File: src/tbsp_pkg.sv
// Package for the ticketed buffer slot pool: transaction structs and codes.
// Used by every module of the block; depends on nothing.
package tbsp_pkg;

    localparam logic [3:0] FN_ACQUIRE    = 4'd0;
    localparam logic [3:0] FN_PUBLISH    = 4'd1;
    localparam logic [3:0] FN_PROD_DONE  = 4'd2;
    localparam logic [3:0] FN_BEGIN_CONS = 4'd3;
    localparam logic [3:0] FN_CONS_DONE  = 4'd4;
    localparam logic [3:0] FN_ABANDON    = 4'd5;
    localparam logic [3:0] FN_CANCEL     = 4'd6;
    localparam logic [3:0] FN_INVALIDATE = 4'd7;

    localparam logic [1:0] ST_OK        = 2'd0;
    localparam logic [1:0] ST_REJECT    = 2'd1;
    localparam logic [1:0] ST_RANGE     = 2'd2;
    localparam logic [1:0] ST_EXHAUSTED = 2'd3;

    localparam int F_OCC   = 0;
    localparam int F_PUB   = 1;
    localparam int F_PDONE = 2;
    localparam int F_CONS  = 3;
    localparam int F_CANC  = 4;

    typedef struct packed {
        logic [3:0]  func;
        logic [3:0]  input_index;
        logic [2:0]  slot_index;
        logic [31:0] ticket_generation;
        logic [31:0] ticket_serial;
    } tbsp_in_t;

    typedef struct packed {
        logic [1:0]  status;
        logic [2:0]  issued_input;
        logic [2:0]  issued_slot;
        logic [31:0] issued_generation;
        logic [31:0] issued_serial;
        logic [3:0]  occupied_now;
        logic [3:0]  peak_occupied;
        logic [31:0] admitted_total;
        logic [31:0] retired_total;
        logic [31:0] dropped_total;
    } tbsp_out_t;

    typedef struct packed {
        logic load;
        logic exec;
    } tbsp_cmd_t;

endpackage

File: src/tbsp_ctrl.sv
// Controller for the ticketed buffer slot pool: load, execute, deliver.
// Depends on tbsp_pkg.
module tbsp_ctrl (
    input  logic                clk,
    input  logic                rst_n,
    input  logic                in_valid,
    output logic                in_ready,
    output logic                out_valid,
    input  logic                out_ready,
    output tbsp_pkg::tbsp_cmd_t cmd
);
    import tbsp_pkg::*;

    typedef enum logic [1:0] { S_IDLE, S_EXEC, S_OUT } state_t;

    state_t state_reg, state_next;

    always_comb
    begin
        state_next = state_reg;
        cmd = '0;
        case (state_reg)
            S_IDLE:
            begin
                if (in_valid)
                begin
                    cmd.load = 1'b1;
                    state_next = S_EXEC;
                end
            end
            S_EXEC:
            begin
                cmd.exec = 1'b1;
                state_next = S_OUT;
            end
            S_OUT:
            begin
                if (out_ready)
                begin
                    if (in_valid)
                    begin
                        cmd.load = 1'b1;
                        state_next = S_EXEC;
                    end
                    else
                    begin
                        state_next = S_IDLE;
                    end
                end
            end
            default: state_next = S_IDLE;
        endcase
    end

    assign in_ready  = (state_reg == S_IDLE) || (state_reg == S_OUT && out_ready);
    assign out_valid = (state_reg == S_OUT);

    always_ff @(posedge clk or negedge rst_n)
    begin
        if (!rst_n)
        begin
            state_reg <= S_IDLE;
        end
        else
        begin
            state_reg <= state_next;
        end
    end

endmodule

File: config.mk
export PLATFORM = sky130hd
export DESIGN_NAME = tbsp_ctrl
export DESIGN_NICKNAME = d
export VERILOG_FILES = /design/src/tbsp_pkg.sv /design/src/tbsp_ctrl.sv
export SDC_FILE = /design/constraint.sdc
export NUM_CORES = 1
export LEC_CHECK = 0
export ABC_AREA = 1
export BUFFER_PORTS_ARGS = -buffer_cell sky130_fd_sc_hd__buf_2
export CAP_MARGIN = 20
export CORE_AREA = 2 2 39 41
export DETAILED_ROUTE_END_ITERATION = 8
export DIE_AREA = 0 0 41 43
export MAX_ROUTING_LAYER = met4
export PLACE_DENSITY = 0.34
export SLEW_MARGIN = 0
export SYNTH_ARGS = -nofsm -noshare
export SYNTH_HDL_FRONTEND = slang
export SYNTH_SLANG_ARGS = --single-unit
export TNS_END_PERCENT = 20
File: constraint.sdc
create_clock -name clk -period 0.8 [get_ports clk]
set_input_delay 0.12 -clock clk [delete_from_list [all_inputs] [get_ports clk]]
set_output_delay 0.12 -clock clk [all_outputs]
set_load 0.02 [all_outputs]
==> results.txt, run 1 <==
number of synthesized register bits -> 2
startpoint type of the worst setup path -> register
highest ir drop seen on vdd -> 0.582 mV
result of the run -> complete, but fails checks
Routability Congestion -> 0.612
violations in the final reports -> negative setup slack
pin count of the biggest net entering global routing -> 5
row count -> 14
buffer depth of the longest clock path -> 2
Reg-to-Reg Start -> state_reg[0]
largest area contributor in the netlist -> sky130_fd_sc_hd__dfrtp_1
routed wire length per instance -> 6.96 µm
post-synthesis instance area -> 118 µm²
post-route antenna net violation count -> 0
post-synthesis cell count -> 16
placed instance count -> 40
Final Power -> 0.000589 W
Top delay family on crit path -> flip-flops
arrival time at the worst endpoint -> 0.97 ns
Total Routing Usage GR -> 0.0514
iteration-0 DRC count of the detailed router -> 3
Layout Skew -> 0.00272 ns
highest fanout seen on the critical path -> 4
detailed-router iteration count before antenna repair -> 4
via count of the first global-routing pass -> 129
setup slack of the worst register-to-register path -> -0.10 ns
Post-Route WL -> 313 µm
final period utilization -> 1.36
remaining design rule violation count -> 0
ordered cell list for the critical path -> inv_2 -> nand2_2 -> nor2_2 -> buf_6
biggest cell delay along the critical path -> 0.41 ns
cell area after layout -> 246 µm²
fraction of final layout cells with drive strength greater than 1 -> 0.655
number of buffers inserted during clock tree synthesis -> 3
maximum level of the CTS H-tree -> 1
share of the yosys chip area belonging to registers -> 0.426
worst-skew pair later-pin latency -> 0.22 ns
floorplan core area -> 1380 µm²
number of distinct library cell variants in the gate-level netlist after synthesis -> 9
die height -> 43 µm
count of final setup violators -> 5
share of Yosys cell area claimed by the top area cell type -> 0.426
number of buffers inserted by port buffering -> 7
Tightest Pin Transition -> 0.158 ns
Post-Syn Area per Cell -> 7.35 µm²
PnR worst setup slack -> -0.287 ns
residual overflow from global routing -> 0
die area -> 1760 µm²
Hold WC Path Type -> in -> reg
detailed-route via count -> 136
number of standard cells in the layout, taps in and fillers out -> 45
cell at the root of the clock tree -> sky130_fd_sc_hd__clkbuf_4
global-route wire length before repair -> 503 µm
area growth from synthesis to layout -> 110%
power per standard cell area -> 2390 nW/µm²
Register Area -> 50.0 µm²
cell with the largest stage delay on the worst path -> sky130_fd_sc_hd__dfrtp_1
Synth warnings -> 0
Largest register FFs -> 2
setup TNS -> -1.13 ns
footprint of the multi-input gates -> 50.0 µm²
type of destination of the critical path -> output port
setup repair after global routing missed its margin -> yes
Max Clock Freq -> 920 MHz
Antenna diodes -> 0
number of fill cells -> 162
antenna violations before repair -> 0
post-route minimum period -> 1.09 ns
max-cap check violation count -> 0
worst path buffer plus inverter count -> 2
Max Slew Vio Count -> 0
WP data required -> 0.68 ns
Die Width -> 41 µm
clock-pin slew of the registers on the worst-case setup and hold paths -> 0.03 ns
average via count per standard cell -> 3.02
launch point of the critical path -> state_reg[0]
type of the setup path with the least slack -> reg -> out
TritonCTS clock tree -> done
worst slew slack as a fraction of its limit -> 0.895
syn nets -> 20
final net count -> 35
main area contributors after synthesis -> sky130_fd_sc_hd__dfrtp_1 43%, sky130_fd_sc_hd__nor2_1 13%, sky130_fd_sc_hd__nor2_4 9.6%
leakage dissipation -> 0.134 nW
Hold Fails Final Rpt -> 0
placed standard-cell area -> 185 µm²
starting density of the core -> 0.0850
beginning of the worst hold path -> in_valid
clock sinks -> 2
IO Pins -> 8
HPWL Detailed -> 261 µm
## report_power, final
part / switching (W) / total, W / internal [W] / leakage, nW
registers: 0.0000163 / 0.000136 / 0.000120 / 0.0253
logic: 0.000120 / 0.000235 / 0.000116 / 0.0949
clock network: 0.0000527 / 0.000218 / 0.000165 / 0.0138
## placed cells by master, fill, tap and decap left out
cell type | netlist | routed
sky130_fd_sc_hd__nand3_1 | 1 | 1
sky130_fd_sc_hd__nor2_1 | 4 | 2
sky130_fd_sc_hd__buf_6 | 0 | 3
sky130_fd_sc_hd__dfrtp_1 | 2 | 2
sky130_fd_sc_hd__dlygate4sd3_1 | 0 | 1
sky130_fd_sc_hd__buf_4 | 1 | 4
sky130_fd_sc_hd__nor2_4 | 1 | 1
sky130_fd_sc_hd__inv_1 | 2 | 2
sky130_fd_sc_hd__inv_2 | 2 | 2
sky130_fd_sc_hd__nand2_1 | 2 | 2
sky130_fd_sc_hd__nor2_2 | 0 | 2
sky130_fd_sc_hd__buf_2 | 0 | 3
sky130_fd_sc_hd__nand2_2 | 1 | 1
sky130_fd_sc_hd__clkbuf_4 | 0 | 3
## repair_timing
action	in CTS	in global routing
resized for setup	6	1
endpoints found under the hold margin	2	0
endpoints found under the setup margin	4	5
hold buffers	1	0
pin swaps	1	0
buffers inserted	1	0
## metrics by stage
step	setup WS (ns)	hold WS (ns)	utilization
finish	-0.287	0.167	0.178
CTS	-0.305	0.158	0.175
detailed placement	-0.0991	-0.0922	0.134
floorplan	-0.0437	-0.176	-
global route	-0.342	0.173	0.178
global placement	-0.0882	-0.0860	0.134
## worst reg2reg max path: cells and delay by family (launching register included)
| family | cells | cell delay [ns] |
|---|---|---|
| buffers and inverters | 3 | 0.30 |
| flip-flops | 1 | 0.40 |
| AND/OR/NAND/NOR | 2 | 0.10 |
## metal layers
layer,vias up,global-route usage,share of wire
met5,-,-,0
met4,0,0.0400,0
met3,0,0.0628,0.15
met2,8,0.0406,0.33
met1,55,0.0611,0.51
li1,73,-,-
## cell type report
| type | instances | share of cell area |
|---|---|---|
| repair buffers | 11 | 0.360 |
| well taps | 16 | 0.0812 |
| inverters | 4 | 0.0609 |
| clock buffers | 3 | 0.0914 |
| flip-flops and latches | 2 | 0.203 |
| multi-input cells | 9 | 0.203 |
## cells by family (layout without fill, tap and decap cells)
group | count (synthesis) | count (layout) | synth area share
buf+inv | 5 | 18 | 0.192
simple gates | 9 | 9 | 0.383
flops | 2 | 2 | 0.426
## worst paths after layout
check | cells after the start | end
max in group asynchronous | 2 | state_reg[0]
worst min-delay path | 3 | state_reg[0]
min in group asynchronous | 2 | state_reg[1]
worst max-delay path | 4 | cmd[1]
worst max register to register | 5 | state_reg[1]
worst min register to register | 2 | state_reg[1]
## Yosys cell counts
cell	count
sky130_fd_sc_hd__dfrtp_1	2
sky130_fd_sc_hd__buf_4	1
sky130_fd_sc_hd__nand3_1	1
sky130_fd_sc_hd__inv_1	2
sky130_fd_sc_hd__nor2_1	4
sky130_fd_sc_hd__nand2_2	1
sky130_fd_sc_hd__nor2_4	1
sky130_fd_sc_hd__nand2_1	2
sky130_fd_sc_hd__inv_2	2
(Power assumes the default switching activity.)
==> run 2, diff against run 1 <==
REMOVE_ABC_BUFFERS = 1   (was default)
==> results.txt, run 2 (synthesis results as in run 1) <==
Final Power -> 0.000614 W (+4.2%)
WP data required -> 0.68 ns (about the same)
final net count -> 36 (+2.9%)
final period utilization -> 1.41 (+0.0507)
number of standard cells in the layout, taps in and fillers out -> 46 (+2.2%)
number of buffers inserted by port buffering -> 7 (unchanged)
starting density of the core -> 0.0850 (unchanged)
maximum level of the CTS H-tree -> 1 (unchanged)
clock sinks -> 2 (unchanged)
ordered cell list for the critical path -> inv_2 -> nand2_2 -> nor2_2 -> buf_4
Post-Route WL -> 327 µm (+4.5%)
detailed-router iteration count before antenna repair -> 2 (-2)
worst hold slack -> 0.159 ns (-0.00810 ns)
Tightest Pin Transition -> 0.166 ns (+0.00767 ns)
Antenna diodes -> 0 (unchanged)
count of final setup violators -> 5 (unchanged)
buffer depth of the longest clock path -> 2 (unchanged)
max-cap check violation count -> 0 (unchanged)
average via count per standard cell -> 3.02 (about the same)
result of the run -> complete, but fails checks
highest ir drop seen on vdd -> 0.689 mV (+19%)
Largest register FFs -> 2 (unchanged)
residual overflow from global routing -> 0 (unchanged)
post-route antenna net violation count -> 0 (unchanged)
Hold Fails Final Rpt -> 0 (unchanged)
iteration-0 DRC count of the detailed router -> 1 (-2)
HPWL Detailed -> 220 µm (-16%)
fraction of final layout cells with drive strength greater than 1 -> 0.700 (+0.0448)
Die Width -> 41 µm (unchanged)
PnR worst setup slack -> -0.328 ns (-0.0406 ns)
arrival time at the worst endpoint -> 1.01 ns (+0.04 ns)
beginning of the worst hold path -> in_valid
post-route minimum period -> 1.13 ns (+0.0406 ns)
worst slew slack as a fraction of its limit -> 0.890 (-0.00511)
Top delay family on crit path -> flip-flops
Hold WC Path Type -> in -> reg
IO Pins -> 8 (unchanged)
commonest non-fill, non-tap cell in the layout -> sky130_fd_sc_hd__buf_4
power per standard cell area -> 2410 nW/µm² (+0.64%)
Total Routing Usage GR -> 0.0484 (-0.00304)
TritonCTS clock tree -> done
global-route wire length before repair -> 503 µm (unchanged)
startpoint type of the worst setup path -> register
area growth from synthesis to layout -> 117%
clock-pin slew of the registers on the worst-case setup and hold paths -> 0.03 ns (about the same)
Reg-to-Reg Start -> state_reg[0]
Max Clock Freq -> 887 MHz (-3.6%)
launch point of the critical path -> state_reg[0]
row count -> 14 (unchanged)
type of the setup path with the least slack -> reg -> out
pin count of the biggest net entering global routing -> 5 (unchanged)
Routability Congestion -> 0.630 (+3.1%)
setup repair after global routing missed its margin -> yes
leakage dissipation -> 0.138 nW (+3.1%)
biggest cell delay along the critical path -> 0.41 ns (about the same)
leading cell types in the layout, fill and taps excluded -> 6 x sky130_fd_sc_hd__buf_4, 3 x sky130_fd_sc_hd__clkbuf_4, 3 x sky130_fd_sc_hd__buf_2
die area -> 1760 µm² (unchanged)
highest fanout seen on the critical path -> 4 (unchanged)
Max Slew Vio Count -> 0 (unchanged)
Layout Skew -> 0.000498 ns (-0.00222 ns)
worst path buffer plus inverter count -> 2 (unchanged)
violations in the final reports -> negative setup slack
detailed-route via count -> 139 (+2.2%)
placed instance count -> 40 (unchanged)
cell at the root of the clock tree -> sky130_fd_sc_hd__clkbuf_4
die height -> 43 µm (unchanged)
floorplan core area -> 1380 µm² (unchanged)
antenna violations before repair -> 0 (unchanged)
worst-case setup slack after placement -> -0.0847 ns (+0.0144 ns)
via count of the first global-routing pass -> 147 (+14%)
number of buffers inserted during clock tree synthesis -> 3 (unchanged)
worst-skew pair later-pin latency -> 0.22 ns (about the same)
routed wire length per instance -> 7.11 µm (+2.2%)
cell with the largest stage delay on the worst path -> sky130_fd_sc_hd__dfrtp_1
type of destination of the critical path -> output port
remaining design rule violation count -> 0 (unchanged)
-- run 2: changes by cell type in the layout (fill, tap and decap cells not counted), sizes merged --
| cell | change |
|---|---|
| buf | +1 |
-- run 2: area by class of cell --
type | instances | area, µm²
inverter | 4 | 15.0
multi-input combinational | 9 | 55.1
fill | 161 | 1130
clock buffer | 3 | 22.5
sequential | 2 | 50.0
timing repair buffer | 12 | 92.6
tap | 16 | 20.0
-- run 2: worst register-to-register path: stages (launching register included) --
cell and delay (ns):
sky130_fd_sc_hd__dfrtp_1 0.41, sky130_fd_sc_hd__inv_2 0.06, sky130_fd_sc_hd__buf_4 0.12, sky130_fd_sc_hd__buf_4 0.12, sky130_fd_sc_hd__nand3_2 0.04, sky130_fd_sc_hd__nand2_1 0.04
-- run 2: final timing paths --
kind	to	slack (ns)	depth (start not counted)
min in group asynchronous	state_reg[0]	0.22	2
hold / removal	state_reg[0]	0.16	3
max in group asynchronous	state_reg[1]	0.48	2
setup reg to reg	state_reg[1]	-0.11	5
setup / recovery	cmd[1]	-0.33	4
hold reg to reg	state_reg[1]	0.58	3
-- run 2: timing repair --
action | in CTS | in global routing
hold endpoints to repair | 2 | 0
endpoints found under the setup margin | 4 | 5
buffers inserted | 2 | 0
resized for setup | 6 | 3
hold buffers | 1 | 0
pin swaps | 1 | 2
-- run 2: power by group --
group	leakage (nW)	switching, W	internal (W)
registers	0.0253	0.0000164	0.000120
clock network	0.0138	0.0000548	0.000165
logic	0.0992	0.000127	0.000131
total	0.138	0.000198	0.000416
-- run 2: stage by stage --
stage	utilization	TNS, ns	cell area [µm²]
global placement	0.130	-0.252	180
global route	0.184	-1.50	255
finish	0.184	-1.18	255
floorplan	-	-0.210	110
CTS	0.178	-1.18	246
detailed placement	0.130	-0.198	180
-- run 2: layer usage --
metal | global-route usage | vias to the layer above | part of all wire
met4 | 0.0600 | 0 | 0
met1 | 0.0516 | 58 | 0.43
met3 | 0.0366 | 0 | 0.13
met2 | 0.0469 | 8 | 0.44
met5 | - | - | 0
li1 | - | 73 | -
